[src/hw/rtl/lkv_pkg.sv]
// ----------------------------------------------------------------------------
// lkv_pkg: shared types and constants of the linear key/value table
// Operation and status codes, fixed port widths and the per-cell control word.
// ----------------------------------------------------------------------------
`default_nettype none

package lkv_pkg;

    localparam int KIND_W       = 2;
    localparam int KEY_PORT_W   = 32;
    localparam int VAL_PORT_W   = 32;
    localparam int INDEX_W      = 4;
    localparam int STATUS_W     = 2;
    localparam int COUNT_PORT_W = 5;

    typedef enum logic [KIND_W-1:0] {
        KIND_GET    = 2'd0,
        KIND_PUT    = 2'd1,
        KIND_REMOVE = 2'd2,
        KIND_READ   = 2'd3
    } kind_t;

    typedef enum logic [STATUS_W-1:0] {
        ST_FOUND = 2'd0,
        ST_MISS  = 2'd1,
        ST_FULL  = 2'd2
    } status_t;

    // Control word driven to each cell of the chain.
    typedef struct packed {
        logic compare;      // register the match result this cycle
        logic by_position;  // match on the cell position instead of the key
        logic load;         // take the write key and value
        logic shift;        // take the entry of the next cell up
    } cell_ctrl_t;

endpackage : lkv_pkg

`default_nettype wire

[src/hw/rtl/lkv_cell.sv]
// ----------------------------------------------------------------------------
// lkv_cell: one entry of the table
// Holds a key and a value, compares them against the search key or its own
// position, and can load a new entry or take the entry of its upper neighbor.
// ----------------------------------------------------------------------------
`default_nettype none

module lkv_cell #(
    parameter int INDEX = 0,
    parameter int KEY_W = 32,
    parameter int VAL_W = 32
) (
    input  wire logic                        aclk,
    input  wire logic                        aresetn,
    input  wire lkv_pkg::cell_ctrl_t         ctrl,
    input  wire logic                        active,
    input  wire logic [KEY_W-1:0]            cmp_key,
    input  wire logic [lkv_pkg::INDEX_W-1:0] cmp_idx,
    input  wire logic [KEY_W-1:0]            wr_key,
    input  wire logic [VAL_W-1:0]            wr_val,
    input  wire logic [KEY_W-1:0]            nb_key,
    input  wire logic [VAL_W-1:0]            nb_val,
    output logic      [KEY_W-1:0]            key,
    output logic      [VAL_W-1:0]            val,
    output logic                             hit
);

    logic [KEY_W-1:0] key_reg;
    logic [VAL_W-1:0] val_reg;
    logic             hit_reg;
    logic             hit_next;

    always_comb begin
        if (ctrl.by_position) begin
            hit_next = active && (32'(cmp_idx) == INDEX);
        end else begin
            hit_next = active && (key_reg == cmp_key);
        end
    end

    always_ff @(posedge aclk) begin
        if (!aresetn) begin
            hit_reg <= 1'b0;
        end else if (ctrl.compare) begin
            hit_reg <= hit_next;
        end
    end

    // Entry storage carries no reset; only positions below the count are read.
    always_ff @(posedge aclk) begin
        if (ctrl.load) begin
            key_reg <= wr_key;
            val_reg <= wr_val;
        end else if (ctrl.shift) begin
            key_reg <= nb_key;
            val_reg <= nb_val;
        end
    end

    assign key = key_reg;
    assign val = val_reg;
    assign hit = hit_reg;

endmodule : lkv_cell

`default_nettype wire

[src/hw/rtl/lkv_select.sv]
// ----------------------------------------------------------------------------
// lkv_select: match resolution
// Turns the registered one-hot hit vector of the chain into a found flag, the
// matching position and the key and value held there, all registered.
// ----------------------------------------------------------------------------
`default_nettype none

module lkv_select #(
    parameter int DEPTH = 16,
    parameter int KEY_W = 32,
    parameter int VAL_W = 32
) (
    input  wire logic                          aclk,
    input  wire logic                          aresetn,
    input  wire logic [DEPTH-1:0]              hit,
    input  wire logic [DEPTH-1:0][KEY_W-1:0]   keys,
    input  wire logic [DEPTH-1:0][VAL_W-1:0]   vals,
    output logic                               found,
    output logic      [$clog2(DEPTH)-1:0]      pos,
    output logic      [KEY_W-1:0]              sel_key,
    output logic      [VAL_W-1:0]              sel_val
);

    localparam int IDX_W = $clog2(DEPTH);

    logic             found_reg;
    logic [IDX_W-1:0] pos_reg;
    logic [KEY_W-1:0] key_reg;
    logic [VAL_W-1:0] val_reg;
    logic [IDX_W-1:0] pos_next;
    logic [KEY_W-1:0] key_next;
    logic [VAL_W-1:0] val_next;

    // At most one hit is set, so an OR over the gated entries is a mux.
    always_comb begin
        pos_next = '0;
        key_next = '0;
        val_next = '0;
        for (int i = 0; i < DEPTH; i++) begin
            pos_next = pos_next | (hit[i] ? IDX_W'(i) : '0);
            key_next = key_next | (hit[i] ? keys[i] : '0);
            val_next = val_next | (hit[i] ? vals[i] : '0);
        end
    end

    always_ff @(posedge aclk) begin
        if (!aresetn) begin
            found_reg <= 1'b0;
        end else begin
            found_reg <= |hit;
        end
    end

    always_ff @(posedge aclk) begin
        pos_reg <= pos_next;
        key_reg <= key_next;
        val_reg <= val_next;
    end

    assign found   = found_reg;
    assign pos     = pos_reg;
    assign sel_key = key_reg;
    assign sel_val = val_reg;

endmodule : lkv_select

`default_nettype wire

[src/hw/rtl/linear_key_value_table.sv]
// ----------------------------------------------------------------------------
// linear_key_value_table: fixed-capacity key/value table in insertion order
// A chain of entry cells searched in parallel; remove shifts entries down.
// ----------------------------------------------------------------------------
// The s_ channel carries one operation per beat: get, put, remove or read at
// an index. The m_ channel returns one result beat per operation with a
// status, the found or previous value, the key for read-at-index and the
// entry count after the operation.
// After the edge that accepts the operation, the cells compare against the key
// or position and register the match, the select block resolves the match and
// registers it, and the apply state updates the table and loads the result
// register. The input is ready again only after the apply, so a new operation
// is accepted only once the previous one has been applied.
// The result sits in an output register, so a new operation is accepted while
// the previous result still waits. If the receiver stalls, the next operation
// waits in its final cycle until the output register frees up.
// Reset empties the table (count zero) and drops any pending result; no
// clearing pass is needed because entries above the count are never read.
// ----------------------------------------------------------------------------
`default_nettype none

module linear_key_value_table #(
    parameter int DEPTH = 16,
    parameter int KEY_W = 32,
    parameter int VAL_W = 32
) (
    input  wire logic                             aclk,
    input  wire logic                             aresetn,
    input  wire logic                             s_valid,
    output logic                                  s_ready,
    input  wire logic [lkv_pkg::KIND_W-1:0]       s_kind,
    input  wire logic [lkv_pkg::KEY_PORT_W-1:0]   s_key,
    input  wire logic [lkv_pkg::VAL_PORT_W-1:0]   s_value,
    input  wire logic [lkv_pkg::INDEX_W-1:0]      s_index,
    output logic                                  m_valid,
    input  wire logic                             m_ready,
    output logic      [lkv_pkg::STATUS_W-1:0]     m_status,
    output logic      [lkv_pkg::VAL_PORT_W-1:0]   m_value_out,
    output logic      [lkv_pkg::KEY_PORT_W-1:0]   m_key_out,
    output logic      [lkv_pkg::COUNT_PORT_W-1:0] m_count
);

    localparam int IDX_W = $clog2(DEPTH);
    localparam int CNT_W = $clog2(DEPTH + 1);

    typedef enum logic [1:0] {
        S_IDLE,
        S_CMP,
        S_SEL,
        S_APPLY
    } state_t;

    state_t                            state_reg;
    lkv_pkg::kind_t                    kind_reg;
    logic [KEY_W-1:0]                  op_key_reg;
    logic [VAL_W-1:0]                  op_val_reg;
    logic [lkv_pkg::INDEX_W-1:0]       op_idx_reg;
    logic [CNT_W-1:0]                  count_reg;
    logic [CNT_W-1:0]                  count_next;

    logic                              m_valid_reg;
    logic [lkv_pkg::STATUS_W-1:0]      status_reg;
    logic [lkv_pkg::VAL_PORT_W-1:0]    value_out_reg;
    logic [lkv_pkg::KEY_PORT_W-1:0]    key_out_reg;
    lkv_pkg::status_t                  status_next;
    logic [VAL_W-1:0]                  value_res;
    logic [KEY_W-1:0]                  key_res;

    logic [KEY_W-1:0]                  in_key;
    logic [VAL_W-1:0]                  in_val;
    logic [lkv_pkg::VAL_PORT_W-1:0]    value_port;
    logic [lkv_pkg::KEY_PORT_W-1:0]    key_port;

    logic [DEPTH-1:0]                  hit_vec;
    logic [DEPTH-1:0][KEY_W-1:0]       keys;
    logic [DEPTH-1:0][VAL_W-1:0]       vals;
    lkv_pkg::cell_ctrl_t [DEPTH-1:0]   cell_ctrl;
    logic [DEPTH-1:0]                  active;

    logic                              found;
    logic [IDX_W-1:0]                  pos;
    logic [KEY_W-1:0]                  sel_key;
    logic [VAL_W-1:0]                  sel_val;

    logic                              s_fire;
    logic                              fire;
    logic                              full;

    assign s_ready = (state_reg == S_IDLE);
    assign s_fire  = s_valid && s_ready;
    assign fire    = (state_reg == S_APPLY) && (!m_valid_reg || m_ready);
    assign full    = (32'(count_reg) == DEPTH);

    // Fit the fixed port fields to the configured key and value widths.
    generate
        if (KEY_W <= lkv_pkg::KEY_PORT_W) begin : g_key_narrow
            assign in_key   = s_key[KEY_W-1:0];
            assign key_port = {{(lkv_pkg::KEY_PORT_W - KEY_W){1'b0}}, key_res};
        end else begin : g_key_wide
            assign in_key   = {{(KEY_W - lkv_pkg::KEY_PORT_W){1'b0}}, s_key};
            assign key_port = key_res[lkv_pkg::KEY_PORT_W-1:0];
        end
        if (VAL_W <= lkv_pkg::VAL_PORT_W) begin : g_val_narrow
            assign in_val     = s_value[VAL_W-1:0];
            assign value_port = {{(lkv_pkg::VAL_PORT_W - VAL_W){1'b0}}, value_res};
        end else begin : g_val_wide
            assign in_val     = {{(VAL_W - lkv_pkg::VAL_PORT_W){1'b0}}, s_value};
            assign value_port = value_res[lkv_pkg::VAL_PORT_W-1:0];
        end
        if (CNT_W <= lkv_pkg::COUNT_PORT_W) begin : g_cnt_narrow
            assign m_count = {{(lkv_pkg::COUNT_PORT_W - CNT_W){1'b0}}, count_reg};
        end else begin : g_cnt_wide
            assign m_count = count_reg[lkv_pkg::COUNT_PORT_W-1:0];
        end
    endgenerate

    // Per-cell control: compare in S_CMP, load or shift only on the apply beat.
    always_comb begin
        for (int i = 0; i < DEPTH; i++) begin
            active[i]                = (32'(count_reg) > i);
            cell_ctrl[i].compare     = (state_reg == S_CMP);
            cell_ctrl[i].by_position = (kind_reg == lkv_pkg::KIND_READ);
            cell_ctrl[i].load        = fire && (kind_reg == lkv_pkg::KIND_PUT) &&
                                       ((found && (32'(pos) == i)) ||
                                        (!found && !full && (32'(count_reg) == i)));
            cell_ctrl[i].shift       = fire && (kind_reg == lkv_pkg::KIND_REMOVE) &&
                                       found && (32'(pos) <= i);
        end
    end

    generate
        for (genvar g = 0; g < DEPTH; g++) begin : g_cell
            logic [KEY_W-1:0] nb_key;
            logic [VAL_W-1:0] nb_val;
            if (g == DEPTH - 1) begin : g_top
                assign nb_key = keys[g];
                assign nb_val = vals[g];
            end else begin : g_mid
                assign nb_key = keys[g+1];
                assign nb_val = vals[g+1];
            end
            lkv_cell #(
                .INDEX (g),
                .KEY_W (KEY_W),
                .VAL_W (VAL_W)
            ) u_cell (
                .aclk    (aclk),
                .aresetn (aresetn),
                .ctrl    (cell_ctrl[g]),
                .active  (active[g]),
                .cmp_key (op_key_reg),
                .cmp_idx (op_idx_reg),
                .wr_key  (op_key_reg),
                .wr_val  (op_val_reg),
                .nb_key  (nb_key),
                .nb_val  (nb_val),
                .key     (keys[g]),
                .val     (vals[g]),
                .hit     (hit_vec[g])
            );
        end
    endgenerate

    lkv_select #(
        .DEPTH (DEPTH),
        .KEY_W (KEY_W),
        .VAL_W (VAL_W)
    ) u_select (
        .aclk    (aclk),
        .aresetn (aresetn),
        .hit     (hit_vec),
        .keys    (keys),
        .vals    (vals),
        .found   (found),
        .pos     (pos),
        .sel_key (sel_key),
        .sel_val (sel_val)
    );

    always_comb begin
        status_next = lkv_pkg::ST_MISS;
        value_res   = '0;
        key_res     = '0;
        count_next  = count_reg;
        case (kind_reg)
            lkv_pkg::KIND_GET: begin
                if (found) begin
                    status_next = lkv_pkg::ST_FOUND;
                    value_res   = sel_val;
                end
            end
            lkv_pkg::KIND_PUT: begin
                if (found) begin
                    status_next = lkv_pkg::ST_FOUND;
                    value_res   = sel_val;
                end else if (!full) begin
                    count_next  = count_reg + 1'b1;
                end else begin
                    status_next = lkv_pkg::ST_FULL;
                end
            end
            lkv_pkg::KIND_REMOVE: begin
                if (found) begin
                    status_next = lkv_pkg::ST_FOUND;
                    value_res   = sel_val;
                    count_next  = count_reg - 1'b1;
                end
            end
            lkv_pkg::KIND_READ: begin
                if (found) begin
                    status_next = lkv_pkg::ST_FOUND;
                    value_res   = sel_val;
                    key_res     = sel_key;
                end
            end
            default: begin
                status_next = lkv_pkg::ST_MISS;
            end
        endcase
    end

    always_ff @(posedge aclk) begin
        if (!aresetn) begin
            state_reg   <= S_IDLE;
            count_reg   <= '0;
            m_valid_reg <= 1'b0;
        end else begin
            // A new result loaded in the same cycle keeps the valid flag set.
            if (m_valid_reg && m_ready && !fire) begin
                m_valid_reg <= 1'b0;
            end
            case (state_reg)
                S_IDLE: begin
                    if (s_fire) begin
                        state_reg <= S_CMP;
                    end
                end
                S_CMP: begin
                    state_reg <= S_SEL;
                end
                S_SEL: begin
                    state_reg <= S_APPLY;
                end
                S_APPLY: begin
                    if (fire) begin
                        state_reg   <= S_IDLE;
                        count_reg   <= count_next;
                        m_valid_reg <= 1'b1;
                    end
                end
                default: begin
                    state_reg <= S_IDLE;
                end
            endcase
        end
    end

    always_ff @(posedge aclk) begin
        if (s_fire) begin
            kind_reg   <= lkv_pkg::kind_t'(s_kind);
            op_key_reg <= in_key;
            op_val_reg <= in_val;
            op_idx_reg <= s_index;
        end
        if (fire) begin
            status_reg    <= status_next;
            value_out_reg <= value_port;
            key_out_reg   <= key_port;
        end
    end

    assign m_valid     = m_valid_reg;
    assign m_status    = status_reg;
    assign m_value_out = value_out_reg;
    assign m_key_out   = key_out_reg;

    // Keys are unique and positions distinct, so at most one cell may match.
    a_single_hit: assert property (@(posedge aclk) disable iff (!aresetn)
        (state_reg == S_SEL) |-> $onehot0(hit_vec))
        else $error("more than one cell matched");

    a_count_range: assert property (@(posedge aclk) disable iff (!aresetn)
        32'(count_reg) <= DEPTH)
        else $error("entry count beyond capacity");

    a_count_only_on_apply: assert property (@(posedge aclk) disable iff (!aresetn)
        !fire |=> $stable(count_reg))
        else $error("entry count changed outside the apply beat");

    a_result_after_apply: assert property (@(posedge aclk) disable iff (!aresetn)
        fire |=> m_valid_reg)
        else $error("applied operation produced no result beat");

    a_idle_after_apply: assert property (@(posedge aclk) disable iff (!aresetn)
        fire |=> (state_reg == S_IDLE))
        else $error("sequencer did not return to idle after apply");

endmodule : linear_key_value_table

`default_nettype wire
[config.mk]
export PLATFORM = sky130hd
export DESIGN_NAME = linear_key_value_table
export DESIGN_NICKNAME = d
export VERILOG_FILES = /design/src/hw/rtl/lkv_pkg.sv /design/src/hw/rtl/lkv_cell.sv /design/src/hw/rtl/lkv_select.sv /design/src/hw/rtl/linear_key_value_table.sv
export SDC_FILE = /design/constraint.sdc
export NUM_CORES = 2
export LEC_CHECK = 0
export ABC_CLOCK_PERIOD_IN_PS = 10000
export BUFFER_PORTS_ARGS = -buffer_cell sky130_fd_sc_hd__buf_2
export CAP_MARGIN = 15
export CORE_MARGIN = 2
export CORE_UTILIZATION = 45
export DETAILED_ROUTE_END_ITERATION = 10
export PLACE_DENSITY_LB_ADDON = 0.2
export SYNTH_ARGS = -nofsm -noshare
export SYNTH_HDL_FRONTEND = slang
export SYNTH_SLANG_ARGS = --single-unit
[constraint.sdc]
create_clock -name aclk -period 10 [get_ports aclk]
set_input_delay 0.5 -clock aclk [delete_from_list [all_inputs] [get_ports aclk]]
set_output_delay 0.5 -clock aclk [all_outputs]
set_load 0.01 [all_outputs]
# Yosys cells after proc, flatten, opt, wreduce, memory -nomap -nowiden
# Cells that the tools add are included.
dict set report totals {
  register_bits 1253
  elab_cells 502
  output_inout_bits 73
  inputBits 74
}
dict set report op_classes {
  bitwise_logic 44
  n_mux 139
  eq_ne 73
  magnitude_cmp 31
  reduce_logical 151
  addsub 2
}
# cell count
set ops {}
lappend ops {{two-way mux 32 bit} 94}
lappend ops {{bitwise OR 32 bit} 30}
lappend ops {{== test 32 bit} 16}
lappend ops {{logical AND 1 bit} 103}
lappend ops {{== test 4 bit, second input constant} 16}
lappend ops {{bitwise OR 4 bit} 14}
lappend ops {{== test 5 x 4 -> 1 bit, second input constant} 8}
lappend ops {{greater-than comparator 5 x 4 -> 1 bit, second input constant} 8}
lappend ops {{== test 4 x 3 -> 1 bit, second input constant} 8}
lappend ops {{two-way mux 4 bit} 8}
lappend ops {{nonzero test 2 bit} 16}
lappend ops {{less-or-equal comparator 4 bit, second input constant} 7}
lappend ops {{two-way mux 1 bit} 21}
lappend ops {{== test 5 x 3 -> 1 bit, second input constant} 4}
lappend ops {{greater-than comparator 5 x 3 -> 1 bit, second input constant} 4}
lappend ops {{logical OR 1 bit} 17}
lappend ops {{== test 4 x 2 -> 1 bit, second input constant} 4}
lappend ops {{less-or-equal comparator 4 x 3 -> 1 bit, second input constant} 4}
lappend ops {{OR reduction 16 bit} 1}
lappend ops {{two-way mux 5 bit} 3}
lappend ops {{two-way mux 2 bit} 6}
lappend ops {{two-way mux 3 bit} 4}
lappend ops {{== test 5 x 2 -> 1 bit, second input constant} 2}
lappend ops {{greater-than comparator 5 x 1 -> 1 bit, second input constant} 2}
lappend ops {{other kinds (23)} 40}

# Longest topological paths before layout
dict set report logic_depth {
  word_depth 16
  mapped_depth 9
}

# By module
# Synthesis repeated with hierarchy kept, for this count alone.
dict set report hier_totals {
  hier_cells 4160
  area_unflattened_um2 62422.4
}
# module area_each_um2 seq_area_each_um2 cells_per_inst instances
set by_module_without_submodules {}
lappend by_module_without_submodules {{lkv_cell (g_cell[10].u_cell ...)} 3101.7 1941.9 187 8}
lappend by_module_without_submodules {{lkv_cell (g_cell[11].u_cell ...)} 3099.2 1941.9 187 4}
lappend by_module_without_submodules {lkv_select 6979.2 1381.3 770 1}
lappend by_module_without_submodules {{lkv_cell (g_cell[1].u_cell ...)} 3126.7 1941.9 187 2}
lappend by_module_without_submodules {linear_key_value_table 5773.0 4244.1 398 1}
lappend by_module_without_submodules {{lkv_cell (g_cell[0].u_cell)} 3109.2 1941.9 187 1}
lappend by_module_without_submodules {{lkv_cell (g_cell[15].u_cell)} 3096.7 1941.9 187 1}

# Worst setup path before layout
# OpenSTA, ideal clock, no wires.
dict set report synth_timing {
  path_kind {input -> register}
  from {in m_ready}
  to {reg g_cell[0].u_cell.key_reg[0], enable pin}
  stages 6
  path_slack_ns 1.785
  path_buffers 0
  setup_time_ns 0.581
  arrival_time_ns 7.634
  path_cell_list {nand2b_1 nand2_1 inv_1 nand4b_1 or2_2 o31ai_1}
}
dict set report synth_between {
  elab_chain_len 6
  word_cells_on_any_way 8
  classes_between {8 x reduce/logical}
}
# item line
set synth_lines {}
lappend synth_lines {{start: declaration} linear_key_value_table.sv:36} ;# input wire logic m_ready,
lappend synth_lines {{logical OR 1 bit *} linear_key_value_table.sv:91} ;# assign fire = (state_reg == S_APPLY) && (!m_valid_reg || m_ready);
lappend synth_lines {{logical AND 1 bit *} linear_key_value_table.sv:91}
lappend synth_lines {{named net fire} linear_key_value_table.sv:86} ;# logic fire;
lappend synth_lines {{logical AND 1 bit (2 in a row)} -}
lappend synth_lines {{logical AND 1 bit} linear_key_value_table.sv:127} ;# found && (32'(pos) <= i);
lappend synth_lines {{nonzero test 2 bit (no source line) *} -}
lappend synth_lines {{end signal: assignment} lkv_cell.sv:52} ;# key_reg <= wr_key;
lappend synth_lines {{end signal: assignment} lkv_cell.sv:55} ;# key_reg <= nb_key;
lappend synth_lines {{end: declaration} lkv_cell.sv:28} ;# logic [KEY_W-1:0] key_reg;
# Mark *: on every way through the listed nets, which the timed path passes. The rest lies on a longest branch.
# A chain may end at the register's enable or synchronous reset.

# Worst setup path after layout
dict set report layout_timing {
  from {reg state_reg[0]}
  to {reg g_cell[8].u_cell.key_reg[30] (data pin)}
}
dict set report layout_between {
  elab_chain_len 5
}
# item line
set layout_lines {}
lappend layout_lines {{start: declaration} linear_key_value_table.sv:53} ;# state_t state_reg;
lappend layout_lines {{start signal: assignment} linear_key_value_table.sv:224} ;# state_reg <= S_IDLE;
lappend layout_lines {{start signal: assignment} linear_key_value_table.sv:235} ;# state_reg <= S_CMP;
lappend layout_lines {{start signal: assignment} linear_key_value_table.sv:239} ;# state_reg <= S_SEL;
lappend layout_lines {{== test 2 bit} linear_key_value_table.sv:91}
lappend layout_lines {{logical AND 1 bit} linear_key_value_table.sv:91}
lappend layout_lines {{named net fire} linear_key_value_table.sv:86}
lappend layout_lines {{logical AND 1 bit (2 in a row)} linear_key_value_table.sv:123} ;# cell_ctrl[i].load = fire && (kind_reg == lkv_pkg::KIND_PUT) &&
lappend layout_lines {{two-way mux 32 bit} lkv_cell.sv:51} ;# if (ctrl.load) begin
lappend layout_lines {{end signal: assignment} lkv_cell.sv:52}
lappend layout_lines {{end signal: assignment} lkv_cell.sv:55}
lappend layout_lines {{end: declaration} lkv_cell.sv:28}
# The timed path passes the listed nets, and every way through them passes these cells.

==> results by group <==
Global routing
  – Total gr overflow: 0
  – Largest net degree at the start of global routing: 65
  – Global-route wire length before repair: 295400 um
  – Overall routing resource usage: 29.23%
  – Initial antenna violation count: 9
  – Vias in the first global route: 39790

Power and ir drop
  – PwrDens: 179.5 nW/um^2
  – Leakage power of the design: 22.53 nW
  – Maximum VDD drop: 0.0001900 V

STA
  – Max Clock Skew: 35.27 ps
  – Slew Viols, Final: 0
  – Worst relative slew slack: 15.83%
  – Highest clock rate: 0.2294 GHz
  – Final setup TNS: 0 ps
  – RSZ-0062 raised after global routing: no
  – Slew @ Worst Pin: 1251 ps
  – Shortest period the worst path allows: 4358 ps
  – Final period util: 43.58%
  – Fin. Hold Viols: 0
  – Final Setup Violations: 0

Floorplan
  – Io pins: 147
  – Core area: 137000 um^2
  – Initial Util: 45.23%
  – Die Area: 140700 um^2
  – Die extent in x: 375.1 um
  – Die Ht: 375.1 um
  – Std-Cell Rows: 136

Routing
  – Via Count: 40530
  – Routed len/inst: 33.84 um
  – Via density: 6.547
  – WL final: 209500 um
  – Iter 0 DRT Violations: 5313
  – Residual DRC: 0
  – Initial DRT Pass Iterations: 7
  – Post-route ant nets: 0

Clock tree
  – Post-CTS Setup Bufs: 0
  – CTS resizes: 0
  – CTS Buffer Depth: 3
  – CTS tree: built
  – Clock Sinks: 1253
  – Num CTS Buffers: 141
  – Hold Buf Count CTS: 70
  – H-tree Lvls: 4
  – Clock slew at reported path FFs: 60 ps
  – Clk root buf: clkbuf_16
  – Clk_lat worst skew: 800 ps

Synth
  – Yosys reg bits: 1253
  – Post-Synthesis Cells: 4214
  – Primary FF master, synth: edfxtp_1
  – Mean Syn Cell Area: 14.70 um^2
  – Post-synth EDFFs: 1160
  – Syn nets: 4301
  – Synthesized area: 61960 um^2
  – Synth async-reset ratio: 0%
  – Yosys warns: 0
  – Distinct cell type count after synthesis: 65
  – Sequential area share after synthesis: 59.23%

Worst setup path
  – CP max FO: 42
  – Setup Crit Path Kind: flop to flop
  – Worst setup EP type: flop
  – Worst path required time: 10530 ps
  – CP startpoint kind: flop
  – Worst Path Arrival: 4880 ps

Placed design
  – Routability cong.: 0.9340
  – Port Buffers: 146
  – Detail Placement HPWL: 123200 um
  – DP Area: 64260 um^2

Min path
  – Hold WC Path Type: input port to flop

Finish
  – Layout Nets: 4363
  – Multi-input gate area: 23660 um^2
  – Area growth syn-to-layout: 12.17%
  – Final Core Density: 50.73%
  – Most common cell after layout, fill and taps aside: edfxtp_1
  – Final Cell Area: 69500 um^2
  – Commonest cells after routing, fill and taps aside: 1160 x edfxtp_1, 856 x mux2_2, 388 x xnor2_1, 258 x a221oi_1, 256 x a22o_1
  – Share of cells above drive strength 1: 31.54%
  – Register area: 36760 um^2
  – Fillcell total: 11520

Run status
  – Run status: completed

Flow run
  – Maxcap violations: 0
[per-stage QoR]
step	cells	hold WS, ps	total power [W]	setup WS [ps]
CTS	6188	154.4	0.01252	5658
finish	6190	203.5	0.01247	5642
global route	6190	210.7	0.01284	5527
detailed placement	5856	493.9	0.007381	5375
global placement	5856	487.6	0.007375	5504
floorplan	4214	420.6	0.006959	1785
[layer usage]
layer,up-vias,track usage [%],share of wire (%)
met5,-,0,0.0091
met4,4,10.07,3.4
met3,398,5.916,10
met2,2492,44.17,44
met1,20860,41.90,42
li1,16780,-,-
[worst paths after layout]
kind / cells after the start / from / slack, ps / endpoint
max: 7 / state_reg[0] / 5640 / g_cell[8].u_cell.key[30]
min: 5 / s_valid / 200 / state_reg[0]
max reg2reg: 7 / state_reg[0] / 5640 / g_cell[8].u_cell.key[30]
min reg2reg: 1 / u_select.sel_val[31] / 500 / m_value_out[31]
[power breakdown]
part	leakage, nW	total [W]	internal, W	switching [W]
registers	11.2	0.00602	0.00582	0.000197
clock network	2.20	0.00516	0.00292	0.00224
logic	9.10	0.00129	0.000441	0.000848
[Yosys cell counts, types with 5 or more instances]
cell type | instances | area share, %
a211oi_1 | 12 | 0.15
a21oi_1 | 12 | 0.097
a221oi_1 | 258 | 3.6
a22o_1 | 256 | 3.6
a22oi_1 | 5 | 0.061
a31oi_1 | 7 | 0.071
and2_1 | 38 | 0.38
and3_1 | 38 | 0.38
buf_1 | 23 | 0.14
buf_2 | 106 | 0.86
buf_4 | 21 | 0.25
buf_6 | 11 | 0.20
clkbuf_1 | 244 | 1.5
dfxtp_1 | 93 | 3.0
edfxtp_1 | 1160 | 56
ha_1 | 13 | 0.26
inv_1 | 15 | 0.091
mux2_1 | 96 | 1.7
mux2_2 | 856 | 16
mux2_4 | 8 | 0.19
nand2_1 | 30 | 0.18
nand2b_1 | 5 | 0.050
nand3_1 | 7 | 0.057
nand4_1 | 169 | 1.7
nor2_1 | 24 | 0.15
nor2_4 | 5 | 0.091
nor2b_1 | 23 | 0.23
nor3b_1 | 6 | 0.073
nor4_1 | 64 | 0.65
o21a_1 | 5 | 0.061
o21ai_0 | 24 | 0.19
o22ai_1 | 7 | 0.071
o31ai_1 | 7 | 0.085
xnor2_1 | 388 | 5.5
xor2_1 | 128 | 1.8
[worst max-delay path, stage by stage, from the launching register on]
cell and delay, ps:
dfxtp_1 400, ha_1 230, nand2_1 170, inv_4 490, nand2_4 450, nor2_4 970, buf_4 870, mux2_2 410
[cell type report]
| class | instances | share of cell area [%] |
|---|---|---|
| inverters | 15 | 0.08462 |
| clock inverters | 63 | 0.8084 |
| repair buffers | 324 | 3.223 |
| diodes | 1 | 0.003601 |
| multi-input cells | 2541 | 34.05 |
| flip-flops and latches | 1253 | 52.89 |
| well taps | 1794 | 3.230 |
| clock buffers | 199 | 5.709 |
[kinds of logic (layout without fill, tap and decap cells)]
family	count (synthesis)	after routing	share of synthesized area (%)
AO/OA/AOI/OAI	618	618	8.415
XOR/XNOR	516	516	7.294
adder cells (fa/ha/maj)	13	13	0.2625
buffers and inverters	420	601	3.019
flip-flops	1253	1253	59.23
multiplexers	962	962	17.53
other	0	1	0
AND/OR/NAND/NOR	432	432	4.253
(Power assumes the default switching activity.)
